==> src/sv/psv_pkg.sv <==
`timescale 1ns / 1ps
package psv_pkg;

    localparam int GRID_DIM   = 32;
    localparam int VALUE_BITS = 16;

    // fixed field widths
    localparam int POS_W      = 5;
    localparam int CFG_W      = 6;
    localparam int FILL_W     = 16;
    localparam int OUT_W      = 16;
    localparam int CFG_IDX_W  = 3;
    localparam int CFG_DATA_W = 16;

    // derived widths
    localparam int COORD_W     = $clog2(GRID_DIM);
    localparam int ADDR_W      = 3 * COORD_W;
    localparam int STORE_DEPTH = 1 << ADDR_W;
    localparam int DIM_W       = $clog2(GRID_DIM + 1);
    localparam int CNT_W       = $clog2(2 * GRID_DIM + 1);
    localparam int SQ_W        = $clog2(GRID_DIM * GRID_DIM + 1);
    localparam int SUM_W       = $clog2(3 * GRID_DIM * GRID_DIM + 1);
    localparam int WRAP_W      = ((DIM_W > POS_W) ? DIM_W : POS_W) + 2;

    typedef enum logic [CFG_IDX_W-1:0] {
        CFG_DIM_X  = 3'd0,
        CFG_DIM_Y  = 3'd1,
        CFG_DIM_Z  = 3'd2,
        CFG_RADIUS = 3'd3,
        CFG_FILL   = 3'd4
    } psv_cfg_idx_t;

    typedef enum logic [2:0] {
        ST_CLEAR,
        ST_IDLE,
        ST_WRAP,
        ST_SWEEP,
        ST_READ,
        ST_DONE
    } psv_state_t;

    typedef enum logic [1:0] {
        AX_X,
        AX_Y,
        AX_Z
    } psv_axis_t;

    typedef enum logic {
        REQ_PLACE = 1'b0,
        REQ_READ  = 1'b1
    } psv_req_t;

    // effective settings seen by the sequencer
    typedef struct packed {
        logic [DIM_W-1:0]      dim_x;
        logic [DIM_W-1:0]      dim_y;
        logic [DIM_W-1:0]      dim_z;
        logic [DIM_W-1:0]      radius;
        logic [VALUE_BITS-1:0] fill;
    } psv_cfg_t;

    function automatic logic [DIM_W-1:0] clamp_dim(input logic [CFG_W-1:0] d);
        if (d == '0)
            return DIM_W'(1);
        else if (int'(d) > GRID_DIM)
            return DIM_W'(GRID_DIM);
        else
            return DIM_W'(d);
    endfunction

    function automatic logic [DIM_W-1:0] clamp_rad(input logic [CFG_W-1:0] r);
        if (int'(r) > GRID_DIM)
            return DIM_W'(GRID_DIM);
        else
            return DIM_W'(r);
    endfunction

    // saturate the q4.12 fill into the signed store width
    function automatic logic [VALUE_BITS-1:0] sat_fill(input logic signed [FILL_W-1:0] f);
        longint hi;
        longint lo;
        longint v;
        hi = (longint'(1) <<< (VALUE_BITS - 1)) - 1;
        lo = -hi - 1;
        v  = longint'(f);
        if (v > hi)
            v = hi;
        if (v < lo)
            v = lo;
        return VALUE_BITS'(v);
    endfunction

    // sign-extend a stored voxel and keep the low output bits
    function automatic logic signed [OUT_W-1:0] widen(input logic [VALUE_BITS-1:0] s);
        longint v;
        v = longint'($signed(s));
        return OUT_W'(v);
    endfunction

endpackage

==> src/sv/psv_cfg_if.sv <==
`timescale 1ns / 1ps
interface psv_cfg_if;
    import psv_pkg::*;

    logic                  valid;
    logic                  ready;
    logic [CFG_IDX_W-1:0]  index;
    logic [CFG_DATA_W-1:0] data;

    modport source (output valid, index, data, input ready);
    modport sink   (input valid, index, data, output ready);
endinterface

==> src/sv/psv_cfg.sv <==
`timescale 1ns / 1ps
module psv_cfg (
    input  logic              clk,
    input  logic              rst_n,
    psv_cfg_if.sink           cfg,
    output psv_pkg::psv_cfg_t settings
);
    import psv_pkg::*;

    logic [CFG_W-1:0]  dim_x_reg, dim_y_reg, dim_z_reg, radius_reg;
    logic [FILL_W-1:0] fill_reg;

    assign cfg.ready = 1'b1;

    always_ff @(posedge clk or negedge rst_n)
    begin
        if (!rst_n)
        begin
            dim_x_reg  <= CFG_W'(32);
            dim_y_reg  <= CFG_W'(32);
            dim_z_reg  <= CFG_W'(32);
            radius_reg <= CFG_W'(4);
            fill_reg   <= FILL_W'(4096);
        end
        else if (cfg.valid)
        begin
            unique case (cfg.index)
                CFG_DIM_X:  dim_x_reg  <= cfg.data[CFG_W-1:0];
                CFG_DIM_Y:  dim_y_reg  <= cfg.data[CFG_W-1:0];
                CFG_DIM_Z:  dim_z_reg  <= cfg.data[CFG_W-1:0];
                CFG_RADIUS: radius_reg <= cfg.data[CFG_W-1:0];
                CFG_FILL:   fill_reg   <= cfg.data[FILL_W-1:0];
                default:    ;
            endcase
        end
    end

    // out-of-range values folded into the usable range
    always_comb
    begin
        settings.dim_x  = clamp_dim(dim_x_reg);
        settings.dim_y  = clamp_dim(dim_y_reg);
        settings.dim_z  = clamp_dim(dim_z_reg);
        settings.radius = clamp_rad(radius_reg);
        settings.fill   = sat_fill($signed(fill_reg));
    end

endmodule

==> src/flat_wrapper.sv <==
// flat-port wrapper written by rule: the top's interface ports become plain ports
module psv_cfg_flat import psv_pkg::*;
  (clk, rst_n, settings, cfg_valid, cfg_index, cfg_data, cfg_ready);
  psv_cfg_if cfg_i ();
  input  logic clk;
  input  logic rst_n;
  output psv_pkg::psv_cfg_t settings;
  input wire logic [$bits(cfg_i.valid)-1:0] cfg_valid;
  input wire logic [$bits(cfg_i.index)-1:0] cfg_index;
  input wire logic [$bits(cfg_i.data)-1:0] cfg_data;
  output wire logic [$bits(cfg_i.ready)-1:0] cfg_ready;
  assign cfg_i.valid = cfg_valid;
  assign cfg_i.index = cfg_index;
  assign cfg_i.data = cfg_data;
  assign cfg_ready = cfg_i.ready;
  psv_cfg u_core (.clk(clk), .rst_n(rst_n), .cfg(cfg_i), .settings(settings));
endmodule
==> config.mk <==
export PLATFORM = sky130hd
export DESIGN_NAME = psv_cfg_flat
export DESIGN_NICKNAME = d
export VERILOG_FILES = /design/src/sv/psv_pkg.sv /design/src/sv/psv_cfg_if.sv /design/src/sv/psv_cfg.sv /design/src/flat_wrapper.sv
export SDC_FILE = /design/constraint.sdc
export NUM_CORES = 1
export LEC_CHECK = 0
export BUFFER_PORTS_ARGS = -buffer_cell sky130_fd_sc_hd__buf_2
export CORE_MARGIN = 4
export CORE_UTILIZATION = 53
export CTS_CLUSTER_DIAMETER = 80
export CTS_CLUSTER_SIZE = 40
export DETAILED_ROUTE_END_ITERATION = 8
export PLACE_DENSITY = 0.85
export SYNTH_ARGS = -nofsm -noshare
export SYNTH_HDL_FRONTEND = slang
export SYNTH_SLANG_ARGS = --single-unit
==> constraint.sdc <==
create_clock -name clk -period 2.5 [get_ports clk]
set_clock_uncertainty 0.05 [all_clocks]
set_input_delay 0.375 -clock clk [delete_from_list [all_inputs] [get_ports clk]]
set_output_delay 0.375 -clock clk [all_outputs]
set_load 0.02 [all_outputs]
[After elaboration in Yosys (flattened, before gate mapping)]
Index checks and enable logic that the tools add are counted.
Storage, ports and cells
  register bits after elaboration: 40
  latch bits: 0
  bits in writable memories: 0
  memory bits (read-only): 0
  input bits: 22
  output and inout port bits: 41
  word-level logic and storage cells: 33
  memories kept: 0
Cells by class
  add/subtract/negate cells: 0
  $mul: 0
  divide/modulo/power cells: 0
  order comparisons: 6
  equality and inequality tests: 4
  shift operators: 0
  mux-type cells: 9
  bitwise logic cells: 0
  reduce and logical (&&, ||, !) cells: 9
Operators with widths (count)
  $lt A64 B16 Y1 const B: 1
  $mux W64: 1
  $mux W6: 7
  $gt A6 B6 Y1 const B: 4
  $logic_not A6 Y1: 3
  $gt A16 B16 Y1 const B: 1
  $mux W16: 1
  $reduce_and A2 Y1: 5
  $eq A3 B2 Y1 const B: 2
  $eq A3 B1 Y1 const B: 1
  $eq A3 B3 Y1 const B: 1
  $logic_not A3 Y1: 1

[Depth between registers and ports, before layout]
  depth in word-level cells: 4
  depth in mapped cells: 4
  depth with buffers taken out: 2

[Worst setup path after synthesis]
OpenSTA, ideal clock, no wires.
  path type: flip-flop to output port
  from: register u_core.dim_z_reg[4]
  to: output port settings[22] in the netlist's numbering
  arrival time: 1.243 ns
  required time: 2.075 ns
  setup slack: 0.832 ns
  stages on the path, launching flop included: 3
  path buffers: 0
  path through: dfrtp_1 > or4_1 > a21oi_1
RTL lines
  from (decl): line psv_cfg.sv:10  | logic [CFG_W-1:0] dim_x_reg, dim_y_reg, dim_z_reg, radius_reg;
  from (signal assigned): line psv_cfg.sv:30  | CFG_DIM_Z: dim_z_reg <= cfg.data[CFG_W-1:0];
  to (decl): line flat_wrapper.sv:7  | output psv_pkg::psv_cfg_t settings;

==> impl_metrics.json <==
{
  "p_switching_mw": 0.6173,
  "final_util": 0.6445,
  "setup_viol": 0,
  "maxSlewHeadroom": 0.4412,
  "port_buffers": 61,
  "drt-pass1-iter-count": 3,
  "seq_area_frac_synth": 0.5491,
  "pre_cts_slack_ns": 0.8195,
  "synth_edf_count": 0,
  "yosys.area_share.simple": 0.1057,
  "fin_hold_ws_ns": 0.06940,
  "grt_pass1_vias": 1113,
  "drt-total-wl_um": 3391,
  "nets": 205,
  "cts_resized": 0,
  "num_io_pins": 63,
  "root_buffer": "clkbuf_4",
  "crit_fanout": 3,
  "pwr-share-clk": 0.162,
  "num_vias": 1140,
  "routed_via_density": 4.978,
  "drc_errors": 0,
  "syn_nets": 159,
  "clk_pin_slew_ns": 0.12,
  "crit_path_cell_trace": "or4_1 -> a21oi_1 -> buf_2",
  "max_stage_delay_ns": 0.52,
  "critPathCapture": "settings[34]",
  "synth_top_area_frac": 0.4775,
  "path_depth": 3,
  "dp_hpwl_um": 2583,
  "wire_per_inst_um": 14.81,
  "rsz0062_at_grt": "false",
  "r2r_start": "u_core.radius_reg[5]",
  "cp-start-kind": "flip-flop",
  "synth.mux.area_fraction": 0.2660,
  "r2r_cells": 1,
  "grt_use_total": 0.1690,
  "cts_buffers": 5,
  "ys_seq_elements": 40,
  "syn_area_um2": 1834,
  "vdd_drop_max_mv": 0.4502,
  "syn_area_per_cell_um2": 13.39,
  "crit_required_ns": 2.08,
  "grt_first_pass_wirelength_um": 5388,
  "syn-instance-count": 137,
  "synthAdderAreaFrac": 0,
  "hp-class": "in -> async",
  "num_rows": 21,
  "yosysWarnings": 0,
  "drtIter0Drc": 13,
  "die_area_um2": 4466,
  "layout-drive-gt1-share": 0.6339,
  "timing.fmax_mhz": 491.3,
  "cts_tree": "done",
  "place_congestion": 0.7526,
  "clk_latency_ns": 0.33,
  "switching_share": 0.3426,
  "power_density_nw_per_um2": 837.6,
  "status": "completed",
  "p_comb_frac": 0.341,
  "antenna_found_initial": 0,
  "fin_crit_ns": 2.036,
  "slew_violations": 0,
  "seqPwrFrac": 0.498,
  "finalWorstSetupSlack_ns": 0.4644,
  "regToRegEndpoint": "u_core.radius_reg[5]",
  "die_h_um": 66.83,
  "synth-compound-area-share": 0.008186,
  "design_area_um2": 2151,
  "antenna_cells": 0,
  "coreArea_um2": 3337,
  "syn2layout_area_growth_pct": 17.26,
  "critPathSlowestCell": "or4_1",
  "worst_pin_slew_ns": 0.8381,
  "synth_top_family_by_area": "multiplexers",
  "leakagePower_nw": 1.051,
  "crit_family": "simple AND/OR/NAND/NOR gates",
  "place_area_um2": 2105,
  "synth_xor_area_frac": 0,
  "timing.critical_path.buf_inv": 1,
  "async_flop_share": 1.000,
  "ctsHoldBuffers": 0,
  "startpoint": "u_core.dim_x_reg[1]",
  "drv_cap": 0,
  "cts_max_level": 2,
  "grt_max_degree": 41,
  "hold_viol_final": 0,
  "crit_arrival_ns": 1.61,
  "largest_reg_flops": 16,
  "critical_path_class": "reg -> out",
  "cts_buffer_depth": 2,
  "start_util": 0.5497,
  "synth_area_leader_cell": "dfrtp_1",
  "ant_nets": 0,
  "fin_tns_setup_ns": 0,
  "synth_flop_cell": "dfrtp_1",
  "cts.sinks": 40,
  "gr-total-overflow": 0,
  "min_period_over_period": 0.8142,
  "die_w_um": 66.83,
  "synth_cell_types": 17,
  "end_kind": "output port",
  "synth_area_leaders": "dfrtp_1, mux2_2, mux2_4, dfstp_2, nor2b_1",
  "internal-power_mw": 1.184,
  "r2r_slack_ns": 1.62,
  "postCtsSetupRepairBufs": 0
}
-- power by group through the flow --
stage               sequential, mW  clock [mW]  combinational (mW)
finish                       0.896       0.292               0.614
global route                 0.924       0.329               0.659
CTS                          0.896       0.296               0.623
detailed placement           0.906           0               0.624
global placement             0.895           0               0.610
floorplan                    0.879           0               0.461
-- worst min-delay path by stage --
| stage | to | slack, ns | from | cells past startpoint |
|---|---|---|---|---|
| 2_1_floorplan | u_core.dim_x_reg[0] | 0.03 | rst_n | 0 |
| 3_3_place_gp | u_core.radius_reg[0] | 0.43 | u_core.radius_reg[0] | 1 |
| 3_5_place_dp | u_core.radius_reg[0] | 0.44 | u_core.radius_reg[0] | 1 |
| 4_1_cts | u_core.dim_y_reg[1] | 0.09 | rst_n | 1 |
| 5_1_grt | u_core.dim_y_reg[1] | 0.13 | rst_n | 1 |
| 6_report | u_core.dim_y_reg[1] | 0.07 | rst_n | 1 |
-- cell usage after synthesis (all sizes together), types with 2 or more instances --
cell type / n
clkbuf: 20
mux2: 40
inv: 3
buf: 5
dfstp: 5
nor2b: 17
a21oi: 3
nor4bb: 2
dfrtp: 35
or4: 3
-- logic make-up after synthesis --
kind of cell | count (synthesis)
AOI/OAI and AO/OA | 3
DFF | 40
other | 1
muxes | 40
and+or+nand+nor | 25
buffers and inverters | 28
-- layout by cell type (no fill, tap or decap), types with 2 or more instances in the layout --
| cell type | n |
|---|---|
| a21oi_1 | 3 |
| buf_2 | 61 |
| dfstp_2 | 5 |
| buf_4 | 3 |
| dfrtp_1 | 35 |
| or4_1 | 3 |
| clkbuf_4 | 5 |
| inv_1 | 3 |
| nor4bb_1 | 2 |
| nor2b_1 | 17 |
| mux2_4 | 10 |
| mux2_2 | 30 |
-- per-layer routing --
layer,vias up,track usage,part of all wire
met5,-,0,0
met4,0,0.06853,0.020
met3,9,0.07757,0.090
met2,42,0.2599,0.48
met1,547,0.2049,0.41
li1,542,-,-
-- cell type report --
| type | instances | area [um2] |
|---|---|---|
| Fill cell | 272 | 1186 |
| Sequential cell | 40 | 1007 |
| Multi-Input combinational cell | 69 | 700.7 |
| Timing Repair Buffer | 64 | 327.8 |
| Tap cell | 46 | 57.56 |
| Clock buffer | 6 | 41.29 |
| Inverter | 3 | 11.26 |
| Clock inverter | 1 | 5.005 |
-- per-stage QoR --
step / instances / total power [mW]
final: 229 / 1.801
after global routing: 229 / 1.912
after CTS: 229 / 1.816
after detailed placement: 222 / 1.530
after global placement: 222 / 1.505
after floorplan: 137 / 1.340
Power figures use the tool's default switching activity.
