**config.mk**
```make
export PLATFORM = sky130hd
export DESIGN_NAME = psv_seq_flat
export DESIGN_NICKNAME = d
export VERILOG_FILES = /design/src/sv/psv_pkg.sv /design/src/sv/psv_req_if.sv /design/src/sv/psv_resp_if.sv /design/src/sv/psv_seq.sv /design/src/flat_wrapper.sv
export SDC_FILE = /design/constraint.sdc
export NUM_CORES = 1
export LEC_CHECK = 0
export BUFFER_PORTS_ARGS = -buffer_cell sky130_fd_sc_hd__clkbuf_2
export CORE_UTILIZATION = 55
export DETAILED_ROUTE_END_ITERATION = 6
export PLACE_DENSITY = 0.83
export SETUP_SLACK_MARGIN = 0.3
export SLEW_MARGIN = 20
export SYNTH_ARGS = -nofsm -noshare
export SYNTH_HDL_FRONTEND = slang
export SYNTH_SLANG_ARGS = --single-unit
```
**constraint.sdc**
```tcl
create_clock -name clk -period 5.35 [get_ports clk]
set_input_delay 0 -clock clk [delete_from_list [all_inputs] [get_ports clk]]
set_output_delay 0 -clock clk [all_outputs]
set_load 0.1 [all_outputs]
```
**src/sv/psv_pkg.sv**
```systemverilog
`timescale 1ns / 1ps
package psv_pkg;

    localparam int GRID_DIM   = 32;
    localparam int VALUE_BITS = 16;

    // fixed field widths
    localparam int POS_W      = 5;
    localparam int CFG_W      = 6;
    localparam int FILL_W     = 16;
    localparam int OUT_W      = 16;
    localparam int CFG_IDX_W  = 3;
    localparam int CFG_DATA_W = 16;

    // derived widths
    localparam int COORD_W     = $clog2(GRID_DIM);
    localparam int ADDR_W      = 3 * COORD_W;
    localparam int STORE_DEPTH = 1 << ADDR_W;
    localparam int DIM_W       = $clog2(GRID_DIM + 1);
    localparam int CNT_W       = $clog2(2 * GRID_DIM + 1);
    localparam int SQ_W        = $clog2(GRID_DIM * GRID_DIM + 1);
    localparam int SUM_W       = $clog2(3 * GRID_DIM * GRID_DIM + 1);
    localparam int WRAP_W      = ((DIM_W > POS_W) ? DIM_W : POS_W) + 2;

    typedef enum logic [CFG_IDX_W-1:0] {
        CFG_DIM_X  = 3'd0,
        CFG_DIM_Y  = 3'd1,
        CFG_DIM_Z  = 3'd2,
        CFG_RADIUS = 3'd3,
        CFG_FILL   = 3'd4
    } psv_cfg_idx_t;

    typedef enum logic [2:0] {
        ST_CLEAR,
        ST_IDLE,
        ST_WRAP,
        ST_SWEEP,
        ST_READ,
        ST_DONE
    } psv_state_t;

    typedef enum logic [1:0] {
        AX_X,
        AX_Y,
        AX_Z
    } psv_axis_t;

    typedef enum logic {
        REQ_PLACE = 1'b0,
        REQ_READ  = 1'b1
    } psv_req_t;

    // effective settings seen by the sequencer
    typedef struct packed {
        logic [DIM_W-1:0]      dim_x;
        logic [DIM_W-1:0]      dim_y;
        logic [DIM_W-1:0]      dim_z;
        logic [DIM_W-1:0]      radius;
        logic [VALUE_BITS-1:0] fill;
    } psv_cfg_t;

    function automatic logic [DIM_W-1:0] clamp_dim(input logic [CFG_W-1:0] d);
        if (d == '0)
            return DIM_W'(1);
        else if (int'(d) > GRID_DIM)
            return DIM_W'(GRID_DIM);
        else
            return DIM_W'(d);
    endfunction

    function automatic logic [DIM_W-1:0] clamp_rad(input logic [CFG_W-1:0] r);
        if (int'(r) > GRID_DIM)
            return DIM_W'(GRID_DIM);
        else
            return DIM_W'(r);
    endfunction

    // saturate the q4.12 fill into the signed store width
    function automatic logic [VALUE_BITS-1:0] sat_fill(input logic signed [FILL_W-1:0] f);
        longint hi;
        longint lo;
        longint v;
        hi = (longint'(1) <<< (VALUE_BITS - 1)) - 1;
        lo = -hi - 1;
        v  = longint'(f);
        if (v > hi)
            v = hi;
        if (v < lo)
            v = lo;
        return VALUE_BITS'(v);
    endfunction

    // sign-extend a stored voxel and keep the low output bits
    function automatic logic signed [OUT_W-1:0] widen(input logic [VALUE_BITS-1:0] s);
        longint v;
        v = longint'($signed(s));
        return OUT_W'(v);
    endfunction

endpackage

```
**src/sv/psv_req_if.sv**
```systemverilog
`timescale 1ns / 1ps
interface psv_req_if;
    import psv_pkg::*;

    logic             valid;
    logic             ready;
    logic             req_type;
    logic [POS_W-1:0] pos_x;
    logic [POS_W-1:0] pos_y;
    logic [POS_W-1:0] pos_z;

    modport source (output valid, req_type, pos_x, pos_y, pos_z, input ready);
    modport sink   (input valid, req_type, pos_x, pos_y, pos_z, output ready);
endinterface

```
**src/sv/psv_resp_if.sv**
```systemverilog
`timescale 1ns / 1ps
interface psv_resp_if;
    import psv_pkg::*;

    logic                    valid;
    logic                    ready;
    logic                    resp_kind;
    logic signed [OUT_W-1:0] voxel_value;

    modport source (output valid, resp_kind, voxel_value, input ready);
    modport sink   (input valid, resp_kind, voxel_value, output ready);
endinterface

```
**src/sv/psv_seq.sv**
```systemverilog
`timescale 1ns / 1ps
module psv_seq (
    input  logic                            clk,
    input  logic                            rst_n,
    input  psv_pkg::psv_cfg_t               settings,
    psv_req_if.sink                         req,
    psv_resp_if.source                      resp,
    output logic                            mem_we,
    output logic [psv_pkg::ADDR_W-1:0]      mem_waddr,
    output logic [psv_pkg::VALUE_BITS-1:0]  mem_wdata,
    output logic [psv_pkg::ADDR_W-1:0]      mem_raddr,
    input  logic [psv_pkg::VALUE_BITS-1:0]  mem_rdata
);
    import psv_pkg::*;

    psv_state_t state_reg, state_next;
    psv_axis_t  axis_reg, axis_next;

    logic [ADDR_W-1:0]        clr_addr_reg, clr_addr_next;
    logic                     is_read_reg, is_read_next;
    logic [POS_W-1:0]         pos_y_reg, pos_y_next, pos_z_reg, pos_z_next;
    logic signed [WRAP_W-1:0] wrap_reg, wrap_next;
    logic [SQ_W-1:0]          r2_reg, r2_next;

    logic [COORD_W-1:0] base_x_reg, base_x_next, base_y_reg, base_y_next;
    logic [COORD_W-1:0] base_z_reg, base_z_next;
    logic [COORD_W-1:0] cur_x_reg, cur_x_next, cur_y_reg, cur_y_next;
    logic [COORD_W-1:0] cur_z_reg, cur_z_next;
    logic [CNT_W-1:0]   cnt_x_reg, cnt_x_next, cnt_y_reg, cnt_y_next;
    logic [CNT_W-1:0]   cnt_z_reg, cnt_z_next;
    logic [SQ_W-1:0]    sq_x_reg, sq_x_next, sq_y_reg, sq_y_next, sq_z_reg, sq_z_next;

    logic                    resp_valid_reg, resp_valid_next;
    logic                    resp_kind_reg, resp_kind_next;
    logic signed [OUT_W-1:0] resp_value_reg, resp_value_next;

    logic                     accept;
    logic                     out_free;
    logic [DIM_W-1:0]         dim_sel;
    logic [POS_W-1:0]         pos_sel;
    logic [DIM_W-1:0]         roff;
    logic signed [WRAP_W-1:0] dim_s;
    logic                     wrap_lo, wrap_hi, wrap_ok;
    logic [CNT_W-1:0]         span;
    logic                     x_end, y_end, z_end;
    logic [SUM_W-1:0]         dist2;
    logic                     hit;

    // next squared offset: (d+1)^2 = d^2 + 2d + 1 with d = cnt - r
    function automatic logic [SQ_W-1:0] sq_step(
        input logic [SQ_W-1:0]  sq,
        input logic [CNT_W-1:0] cnt,
        input logic [DIM_W-1:0] r
    );
        logic signed [SQ_W+CNT_W+1:0] t;
        t = $signed((SQ_W+CNT_W+2)'(sq)) + $signed((SQ_W+CNT_W+2)'({cnt, 1'b0}))
            - $signed((SQ_W+CNT_W+2)'({r, 1'b0})) + (SQ_W+CNT_W+2)'(1);
        return SQ_W'(t);
    endfunction

    function automatic logic [COORD_W-1:0] inc_wrap(
        input logic [COORD_W-1:0] c,
        input logic [DIM_W-1:0]   d
    );
        if (c == COORD_W'(d - DIM_W'(1)))
            return '0;
        else
            return c + COORD_W'(1);
    endfunction

    always_ff @(posedge clk or negedge rst_n)
    begin
        if (!rst_n)
        begin
            state_reg      <= ST_CLEAR;
            clr_addr_reg   <= '0;
            resp_valid_reg <= 1'b0;
        end
        else
        begin
            state_reg      <= state_next;
            clr_addr_reg   <= clr_addr_next;
            resp_valid_reg <= resp_valid_next;
        end
    end

    always_ff @(posedge clk)
    begin
        axis_reg       <= axis_next;
        is_read_reg    <= is_read_next;
        pos_y_reg      <= pos_y_next;
        pos_z_reg      <= pos_z_next;
        wrap_reg       <= wrap_next;
        r2_reg         <= r2_next;
        base_x_reg     <= base_x_next;
        base_y_reg     <= base_y_next;
        base_z_reg     <= base_z_next;
        cur_x_reg      <= cur_x_next;
        cur_y_reg      <= cur_y_next;
        cur_z_reg      <= cur_z_next;
        cnt_x_reg      <= cnt_x_next;
        cnt_y_reg      <= cnt_y_next;
        cnt_z_reg      <= cnt_z_next;
        sq_x_reg       <= sq_x_next;
        sq_y_reg       <= sq_y_next;
        sq_z_reg       <= sq_z_next;
        resp_kind_reg  <= resp_kind_next;
        resp_value_reg <= resp_value_next;
    end

    // shared wrap unit: one add or subtract of the dimension per cycle
    always_comb
    begin
        case (axis_reg)
            AX_X:    begin dim_sel = settings.dim_x; pos_sel = pos_y_reg; end
            AX_Y:    begin dim_sel = settings.dim_y; pos_sel = pos_z_reg; end
            default: begin dim_sel = settings.dim_z; pos_sel = pos_z_reg; end
        endcase
        roff    = is_read_reg ? '0 : settings.radius;
        dim_s   = $signed(WRAP_W'(dim_sel));
        wrap_lo = wrap_reg < 0;
        wrap_hi = wrap_reg >= dim_s;
        wrap_ok = !wrap_lo && !wrap_hi;
    end

    // sweep counters and distance test
    always_comb
    begin
        span  = CNT_W'({settings.radius, 1'b0});
        x_end = cnt_x_reg == span;
        y_end = cnt_y_reg == span;
        z_end = cnt_z_reg == span;
        dist2 = SUM_W'(sq_x_reg) + SUM_W'(sq_y_reg) + SUM_W'(sq_z_reg);
        hit   = dist2 <= SUM_W'(r2_reg);
    end

    assign accept   = req.valid && req.ready;
    assign out_free = !resp_valid_reg || resp.ready;

    // next state
    always_comb
    begin
        state_next = state_reg;
        unique case (state_reg)
            ST_CLEAR:
                if (clr_addr_reg == '1)
                    state_next = ST_IDLE;
            ST_IDLE:
                if (req.valid)
                    state_next = ST_WRAP;
            ST_WRAP:
                if (wrap_ok && axis_reg == AX_Z)
                    state_next = is_read_reg ? ST_READ : ST_SWEEP;
            ST_SWEEP:
                if (x_end && y_end && z_end)
                    state_next = ST_DONE;
            ST_READ:
                state_next = ST_DONE;
            ST_DONE:
                if (out_free)
                    state_next = ST_IDLE;
            default:
                state_next = ST_IDLE;
        endcase
    end

    // outputs and datapath
    always_comb
    begin
        clr_addr_next   = clr_addr_reg;
        axis_next       = axis_reg;
        is_read_next    = is_read_reg;
        pos_y_next      = pos_y_reg;
        pos_z_next      = pos_z_reg;
        wrap_next       = wrap_reg;
        r2_next         = r2_reg;
        base_x_next     = base_x_reg;
        base_y_next     = base_y_reg;
        base_z_next     = base_z_reg;
        cur_x_next      = cur_x_reg;
        cur_y_next      = cur_y_reg;
        cur_z_next      = cur_z_reg;
        cnt_x_next      = cnt_x_reg;
        cnt_y_next      = cnt_y_reg;
        cnt_z_next      = cnt_z_reg;
        sq_x_next       = sq_x_reg;
        sq_y_next       = sq_y_reg;
        sq_z_next       = sq_z_reg;
        resp_valid_next = resp_valid_reg && !resp.ready;
        resp_kind_next  = resp_kind_reg;
        resp_value_next = resp_value_reg;
        req.ready       = 1'b0;
        mem_we          = 1'b0;
        mem_waddr       = {cur_z_reg, cur_y_reg, cur_x_reg};
        mem_wdata       = settings.fill;
        mem_raddr       = {base_z_reg, base_y_reg, base_x_reg};

        unique case (state_reg)
            ST_CLEAR:
            begin
                mem_we        = 1'b1;
                mem_waddr     = clr_addr_reg;
                mem_wdata     = '0;
                clr_addr_next = clr_addr_reg + ADDR_W'(1);
            end
            ST_IDLE:
            begin
                req.ready = 1'b1;
                if (accept)
                begin
                    is_read_next = req.req_type == REQ_READ;
                    pos_y_next   = req.pos_y;
                    pos_z_next   = req.pos_z;
                    axis_next    = AX_X;
                    r2_next      = SQ_W'(SQ_W'(settings.radius) * SQ_W'(settings.radius));
                    wrap_next    = $signed(WRAP_W'(req.pos_x)) - ((req.req_type == REQ_READ)
                                   ? '0 : $signed(WRAP_W'(settings.radius)));
                end
            end
            ST_WRAP:
            begin
                if (wrap_lo)
                    wrap_next = wrap_reg + dim_s;
                else if (wrap_hi)
                    wrap_next = wrap_reg - dim_s;
                else
                begin
                    case (axis_reg)
                        AX_X:
                        begin
                            base_x_next = wrap_reg[COORD_W-1:0];
                            cur_x_next  = wrap_reg[COORD_W-1:0];
                            axis_next   = AX_Y;
                        end
                        AX_Y:
                        begin
                            base_y_next = wrap_reg[COORD_W-1:0];
                            cur_y_next  = wrap_reg[COORD_W-1:0];
                            axis_next   = AX_Z;
                        end
                        default:
                        begin
                            base_z_next = wrap_reg[COORD_W-1:0];
                            cur_z_next  = wrap_reg[COORD_W-1:0];
                        end
                    endcase
                    wrap_next  = $signed(WRAP_W'(pos_sel)) - $signed(WRAP_W'(roff));
                    cnt_x_next = '0;
                    cnt_y_next = '0;
                    cnt_z_next = '0;
                    sq_x_next  = r2_reg;
                    sq_y_next  = r2_reg;
                    sq_z_next  = r2_reg;
                end
            end
            ST_SWEEP:
            begin
                mem_we = hit;
                if (x_end)
                begin
                    cnt_x_next = '0;
                    cur_x_next = base_x_reg;
                    sq_x_next  = r2_reg;
                    if (y_end)
                    begin
                        cnt_y_next = '0;
                        cur_y_next = base_y_reg;
                        sq_y_next  = r2_reg;
                        cnt_z_next = cnt_z_reg + CNT_W'(1);
                        cur_z_next = inc_wrap(cur_z_reg, settings.dim_z);
                        sq_z_next  = sq_step(sq_z_reg, cnt_z_reg, settings.radius);
                    end
                    else
                    begin
                        cnt_y_next = cnt_y_reg + CNT_W'(1);
                        cur_y_next = inc_wrap(cur_y_reg, settings.dim_y);
                        sq_y_next  = sq_step(sq_y_reg, cnt_y_reg, settings.radius);
                    end
                end
                else
                begin
                    cnt_x_next = cnt_x_reg + CNT_W'(1);
                    cur_x_next = inc_wrap(cur_x_reg, settings.dim_x);
                    sq_x_next  = sq_step(sq_x_reg, cnt_x_reg, settings.radius);
                end
            end
            ST_READ:
            begin
            end
            ST_DONE:
            begin
                if (out_free)
                begin
                    resp_valid_next = 1'b1;
                    resp_kind_next  = is_read_reg;
                    resp_value_next = is_read_reg ? widen(mem_rdata) : '0;
                end
            end
            default:
            begin
            end
        endcase
    end

    assign resp.valid       = resp_valid_reg;
    assign resp.resp_kind   = resp_kind_reg;
    assign resp.voxel_value = resp_value_reg;

endmodule

```
**src/flat_wrapper.sv**
```systemverilog
// flat-port wrapper written by rule: the top's interface ports become plain ports
module psv_seq_flat import psv_pkg::*;
  (clk, rst_n, settings, mem_we, mem_waddr, mem_wdata, mem_raddr, mem_rdata, req_valid, req_req_type, req_pos_x, req_pos_y, req_pos_z, req_ready, resp_valid, resp_resp_kind, resp_voxel_value, resp_ready);
  psv_req_if req_i ();
  psv_resp_if resp_i ();
  input  logic clk;
  input  logic rst_n;
  input  psv_pkg::psv_cfg_t settings;
  output logic mem_we;
  output logic [psv_pkg::ADDR_W-1:0] mem_waddr;
  output logic [psv_pkg::VALUE_BITS-1:0] mem_wdata;
  output logic [psv_pkg::ADDR_W-1:0] mem_raddr;
  input  logic [psv_pkg::VALUE_BITS-1:0] mem_rdata;
  input wire logic [$bits(req_i.valid)-1:0] req_valid;
  input wire logic [$bits(req_i.req_type)-1:0] req_req_type;
  input wire logic [$bits(req_i.pos_x)-1:0] req_pos_x;
  input wire logic [$bits(req_i.pos_y)-1:0] req_pos_y;
  input wire logic [$bits(req_i.pos_z)-1:0] req_pos_z;
  output wire logic [$bits(req_i.ready)-1:0] req_ready;
  output wire logic [$bits(resp_i.valid)-1:0] resp_valid;
  output wire logic [$bits(resp_i.resp_kind)-1:0] resp_resp_kind;
  output wire logic [$bits(resp_i.voxel_value)-1:0] resp_voxel_value;
  input wire logic [$bits(resp_i.ready)-1:0] resp_ready;
  assign req_i.valid = req_valid;
  assign req_i.req_type = req_req_type;
  assign req_i.pos_x = req_pos_x;
  assign req_i.pos_y = req_pos_y;
  assign req_i.pos_z = req_pos_z;
  assign req_ready = req_i.ready;
  assign resp_valid = resp_i.valid;
  assign resp_resp_kind = resp_i.resp_kind;
  assign resp_voxel_value = resp_i.voxel_value;
  assign resp_i.ready = resp_ready;
  psv_seq u_core (.clk(clk), .rst_n(rst_n), .settings(settings), .req(req_i), .resp(resp_i), .mem_we(mem_we), .mem_waddr(mem_waddr), .mem_wdata(mem_wdata), .mem_raddr(mem_raddr), .mem_rdata(mem_rdata));
endmodule
```
# Word level (Yosys, flattened, before mapping)
# Index checks and enable logic that the tools add are counted.
[op_classes] n_addsub=25 mul=1 order_cmp=3 n_eq_ne=28 n_mux=66 n_bitwise=3 n_reduce_logical=30
[ops] operator="2-to-1 mux 5 bit" count=18
[ops] operator="2-to-1 mux 11 bit" count=7
[ops] operator="one-hot mux 11 bit (2 select lines)" count=3
[ops] operator="2-to-1 mux 7 bit" count=7
[ops] operator="one-hot mux 7 bit (2 select lines)" count=3
[ops] operator="adder 11 x 2 -> 11 bit, second input constant" count=3
[ops] operator="adder 11 x 8 -> 11 bit" count=3
[ops] operator="subtractor 11 x 8 -> 11 bit" count=3
[ops] operator="one-hot mux 5 bit (2 select lines)" count=3
[ops] operator="2-to-1 mux 8 bit" count=3
[ops] operator="adder 7 x 1 -> 7 bit, second input constant" count=3
[ops] operator="equality test 7 bit" count=3
[ops] operator="AND reduction 4 bit" count=5
[ops] operator="AND reduction 5 bit" count=4
[ops] operator="2-to-1 mux 3 bit" count=6
[ops] operator="!= test 2 x 1 -> 1 bit, second input constant" count=9
[ops] operator="one-hot mux 3 bit (6 select lines)" count=1
[ops] operator="2-to-1 mux 16 bit" count=1
[ops] operator="one-hot mux 8 bit (2 select lines)" count=1
[ops] operator="adder 15 x 1 -> 15 bit, second input constant" count=1
[ops] operator="adder 5 x 1 -> 5 bit, second input constant" count=3
[ops] operator="equality test 15 bit, second input constant" count=1
[ops] operator="equality test 5 bit" count=3
[ops] operator="2-to-1 mux 15 bit" count=1
[ops] operator="other kinds (35)" count=61
[word_totals] regBits=152 word_cells=179

# Longest topological paths before layout
[depth] ltp_word=8 depth_mapped=18

# Worst setup path after synthesis
# No wires, ideal clock.
[synth_path] kind="flip-flop to output port" from="reg u_core.sq_y_reg[1]" to="out mem_we" arrival_ns=5.263 slack_ns=0.087 stages_incl_launch_ff=19 n_path_buf=0 path_cell_list="edfxtp_1 > inv_1 > fa_1 > inv_1 > ha_1 > inv_1 > fa_1 > nor2b_1 > o21a_1 > o21ai_0 > a21boi_0 > ha_1 > a21o_1 > a21o_1 > a21oi_1 > nor2_1 > a2111oi_0 > o21ai_0 > o21ai_0"
[synth_via] elab_chain_len=4
[synth_rtl] element="start: declaration" line_no="psv_seq.sv:31" rtl="logic [SQ_W-1:0] sq_x_reg, sq_x_next, sq_y_reg, sq_y_next, sq_z_reg, sq_z_next;"
[synth_rtl] element="start signal: assignment" line_no="psv_seq.sv:105" rtl="sq_y_reg <= sq_y_next;"
[synth_rtl] element="adder 11 x 11 -> 12 bit" line_no="psv_seq.sv:133" rtl="dist2 = SUM_W'(sq_x_reg) + SUM_W'(sq_y_reg) + SUM_W'(sq_z_reg);"
[synth_rtl] element="adder 12 x 11 -> 12 bit" line_no="psv_seq.sv:133"
[synth_rtl] element="less-or-equal comparator 12 x 11 -> 1 bit" line_no="psv_seq.sv:134" rtl="hit = dist2 <= SUM_W'(r2_reg);"
[synth_rtl] element="one-hot mux 1 bit (2 select lines)" line_no="psv_seq.sv:198" rtl="unique case (state_reg)"
[synth_rtl] element="end: declaration" line_no="flat_wrapper.sv:9" rtl="output logic mem_we;"
# No other way between the ends.

# Worst setup path after layout
[layout_path] from="reg u_core.sq_x_reg[1]" to="out mem_we"
[layout_via] elab_chain_len=4
[layout_rtl] element="start: declaration" line_no="psv_seq.sv:31"
[layout_rtl] element="start signal: assignment" line_no="psv_seq.sv:104" rtl="sq_x_reg <= sq_x_next;"
[layout_rtl] element="adder 11 x 11 -> 12 bit" line_no="psv_seq.sv:133"
[layout_rtl] element="adder 12 x 11 -> 12 bit" line_no="psv_seq.sv:133"
[layout_rtl] element="less-or-equal comparator 12 x 11 -> 1 bit" line_no="psv_seq.sv:134"
[layout_rtl] element="one-hot mux 1 bit (2 select lines)" line_no="psv_seq.sv:198"
# No other way between the ends.

==> impl_metrics.csv <==
group,metric,value,unit
logic_synthesis,combinational_family_with_the_most_area_after_synthesis,"adder cells",
global_route,grt.overflow.total,0,
global_route,grt_pass1_wl,45770,um
hold_path,worstHoldPathType,"in2async",
sta,finalWorstPathRequiredPeriod,4.604,ns
global_route,vias_in_the_first_global_route,9219,
finish,final-seq-area,4439,um^2
floorplan,core_outline_area,21090,um^2
power_and_ir_drop,power.density_cell_area,464.9,nW/um^2
setup_path,crit_path_end,"mem_we",
setup_path,critical_path.startpoint_type,"register",
setup_path,rr_endpoint,"u_core.cur_y_reg[3]",
routing,totalWireLength,28510,um
placed_design,gp_routability_congestion,0.9237,
routing,detail_route.wl_per_cell,17.16,um
finish,synthToLayoutAreaGrowth,15.48,%
sta,timing.slew.headroom,41.43,%
floorplan,std_cell_rows,53,
logic_synthesis,post_synth_instance_area,11880,um^2
clocking,clock-root-buffer,"sky130_fd_sc_hd__clkbuf_16",
logic_synthesis,post_synth_and_or_nand_nor_area_fraction,14.62,%
routing,detailedRoute.firstIterationViolations,737,
floorplan,num_io_pins,142,
sta,final_tns_setup,0,ns
clocking,numClockSinks,151,
routing,drt.antenna.violating_nets,0,
logic_synthesis,yosys_warnings,0,
routing,drt_first_pass_iters,5,
setup_path,critical_path.endpoint_type,"output port",
setup_path,worst-endpoint-arrival,4.60,ns
power_and_ir_drop,worst_ir_drop_vdd,294.0,uV
floorplan,die-width,149.0,um
power_and_ir_drop,power.static_leakage,6.164,nW
placed_design,dpl.hpwl,20910,um
sta,skew,0.01244,ns
logic_synthesis,synthFlopType,"sky130_fd_sc_hd__edfxtp_1",
logic_synthesis,synthesis.instances,1210,
logic_synthesis,synth_enable_flop_cells,132,
logic_synthesis,synthAdderAreaFrac,17.92,%
logic_synthesis,syn_avg_cell_area,9.819,um^2
global_route,initial_antenna_violation_count,0,
routing,route.vias.total,9440,
finish,largest_reg_flops,16,
sta,max_slew.worst_pin.slew,0.8775,ns
global_route,grtUsageTotal,26.58,%
clocking,cts.reportedPaths.clkPinSlew,0.07,ns
sta,final_slew_viol_count,0,
outcome,status,"finished, final reports clean",
sta,final_hold_viol_count,0,
sta,final_min_period_over_clock_period,86.05,%
setup_path,timing.setup.critical_path_class,"reg2out",
finish,layout_common_cells,"159 x sky130_fd_sc_hd__inv_1, 140 x sky130_fd_sc_hd__clkbuf_2, 132 x sky130_fd_sc_hd__edfxtp_1, 103 x sky130_fd_sc_hd__ha_1, 74 x sky130_fd_sc_hd__nand2_1",
setup_path,rrSetupSlack,1.07,ns
logic_synthesis,async_flop_share,12.58,%
logic_synthesis,synth_cell_types,63,
sta,grt_setup_unrepaired,"no",
setup_path,worst-r2r-cell-count,10,
logic_synthesis,mappedNetlistNets,1431,
clocking,cts_buffers,17,
floorplan,chipHeight,149.0,um
finish,mostFrequentLayoutCell,"sky130_fd_sc_hd__inv_1",
finish,multi_input_area,6688,um^2
floorplan,area_of_the_die,22200,um^2
power_and_ir_drop,total_power,6.379,mW
logic_synthesis,multiplexer_area_fraction_after_synthesis,2.928,%
clocking,clock_tree_from_tritoncts,"done",
logic_synthesis,flip_flop_and_latch_count_after_synthesis,151,
finish,layout_cells_sized_above_1,15.57,%
sta,fmaxAchievable,217.2,MHz
logic_synthesis,compound_cell_area_share_of_the_yosys_netlist,11.78,%
finish,final_net_count,1595,
routing,route.detailed.vias_per_inst,5.680,
setup_path,regToRegStartpoint,"u_core.axis_reg[0]",
setup_path,critical-path-slowest-cell,"sky130_fd_sc_hd__fa_1",
setup_path,timing.critical_path.mode_cell,"sky130_fd_sc_hd__inv_1",
placed_design,portBuffers,141,
clocking,cts.htree.levels,4,
clocking,cts_setup_buffers,0,
setup_path,cp_data_required_time,5.35,ns
setup_path,slowest_delay,0.44,ns
logic_synthesis,post_synth_xor_area_fraction,8.993,%
logic_synthesis,synth_seq_area_share,37.36,%
setup_path,ordered_list_of_cells_on_the_worst_path,"inv_1 > fa_1 > inv_1 > ha_1 > inv_1 > fa_1 > nor2b_1 > o21a_1 > o21ai_0 > a21oi_1 > a21oi_1 > xnor2_1 > ha_1 > nand3_1 > nor3_1 > a2111oi_0 > o21ai_0 > o21ai_1 > clkbuf_4",
finish,insertedDiodeCount,0,
routing,route.detailed.drc,0,
run,max_cap_viol_count,0,
clocking,clockBufferDepth,2,
global_route,maximum_number_of_pins_on_one_net_before_global_route_repair,39,
floorplan,floorplan.initialDensity,56.34,%
finish,num-fill-cells,1637,
clocking,worstSkewPairLatency,0.45,ns
setup_path,critical_path.startpoint,"u_core.sq_x_reg[1]",
sta,finalSetupViolations,0,
setup_path,worstPathMaxFanout,3,
[synthesized netlist by cell type (15+ instances only)]
library cell,number,share of area (%)
sky130_fd_sc_hd__nor3_1,20,0.84
sky130_fd_sc_hd__inv_1,159,5.0
sky130_fd_sc_hd__xor2_1,49,3.6
sky130_fd_sc_hd__edfxtp_1,132,33
sky130_fd_sc_hd__and2_1,29,1.5
sky130_fd_sc_hd__and3_1,15,0.79
sky130_fd_sc_hd__fa_1,42,7.1
sky130_fd_sc_hd__mux2_2,22,2.1
sky130_fd_sc_hd__nand2_1,74,2.3
sky130_fd_sc_hd__nand2b_1,31,1.6
sky130_fd_sc_hd__clkbuf_1,18,0.57
sky130_fd_sc_hd__dfrtp_1,19,4.0
sky130_fd_sc_hd__a21oi_1,70,2.9
sky130_fd_sc_hd__a21o_1,17,1.1
sky130_fd_sc_hd__nor2_1,71,2.2
sky130_fd_sc_hd__ha_1,103,11
sky130_fd_sc_hd__o21ai_0,72,3.0
sky130_fd_sc_hd__nor2b_1,35,1.8
sky130_fd_sc_hd__xnor2_1,73,5.4
sky130_fd_sc_hd__nand3_1,23,0.97
[worst max-delay path: cells and delay by family, from the launching register on]
| kind | cells | cell delay, ns |
|---|---|---|
| flops | 1 | 0.37 |
| xor+xnor | 1 | 0.14 |
| fa+ha+maj | 4 | 1.30 |
| buf+inv | 4 | 0.60 |
| simple gates | 3 | 0.42 |
| compound gates | 7 | 1.33 |
[logic make-up (layout without fill, tap and decap cells)]
logic type	after synthesis	in the layout
muxes	32	32
and+or+nand+nor	336	336
DFF	151	151
xor gates and xnor gates	122	122
adders and majority gates	145	145
buffers and inverters	194	371
AOI/OAI and AO/OA	230	230
[through the flow]
stage	std cells	area, um^2	setup slack [ns]	util [%]	hold WS (ns)
6_report	1662	13720	0.7463	65.06	0.03673
5_1_grt	1662	13720	0.3463	65.06	0.03509
4_1_cts	1662	13720	0.6338	65.05	0.03170
3_5_place_dp	1601	12850	1.124	60.93	-0.03030
3_3_place_gp	1601	12850	1.290	60.93	-0.03106
2_1_floorplan	1210	11880	0.8351	-	-0.2956
[worst min-delay path by stage]
stage / startpoint / end / slack [ns] / cells past startpoint
2_1_floorplan: rst_n / u_core.clr_addr_reg[0] / -0.30 / 0
6_report: rst_n / u_core.clr_addr_reg[13] / 0.04 / 2
3_5_place_dp: rst_n / u_core.clr_addr_reg[13] / -0.03 / 1
5_1_grt: settings[16] / u_core.r2_reg[0] / 0.04 / 2
4_1_cts: settings[16] / u_core.r2_reg[0] / 0.03 / 2
3_3_place_gp: rst_n / u_core.clr_addr_reg[13] / -0.03 / 1
[layout make-up]
class | count | share of cell area [%]
Multi-Input combinational cell | 865 | 48.74
Sequential cell | 151 | 32.35
Timing Repair Buffer | 180 | 7.824
Inverter | 159 | 4.350
Clock buffer | 19 | 3.465
Tap cell | 275 | 2.508
Clock inverter | 13 | 0.7569
[power breakdown]
group / switching, mW / leakage (nW) / internal [mW]
combinational: 2.02 / 4.39 / 1.33
clock: 0.542 / 0.292 / 0.660
sequential: 0.214 / 1.48 / 1.62
total: 2.77 / 6.16 / 3.60
[metal layers]
metal  routed length (um)  up-vias  track usage [%]
li1                     -     4488                -
met1                12030     4538            34.54
met2                13930      366            45.35
met3                 2011       48            4.465
met4                  538        0            7.959
met5                    0        -                0
[what timing repair did]
item | CTS | global route
endpoints found under the hold margin | 47 | 0
resized for setup | 0 | 2
hold buffers | 29 | 0
endpoints found under the setup margin | 0 | 1
No activity file was read; power rests on OpenSTA's default activity.
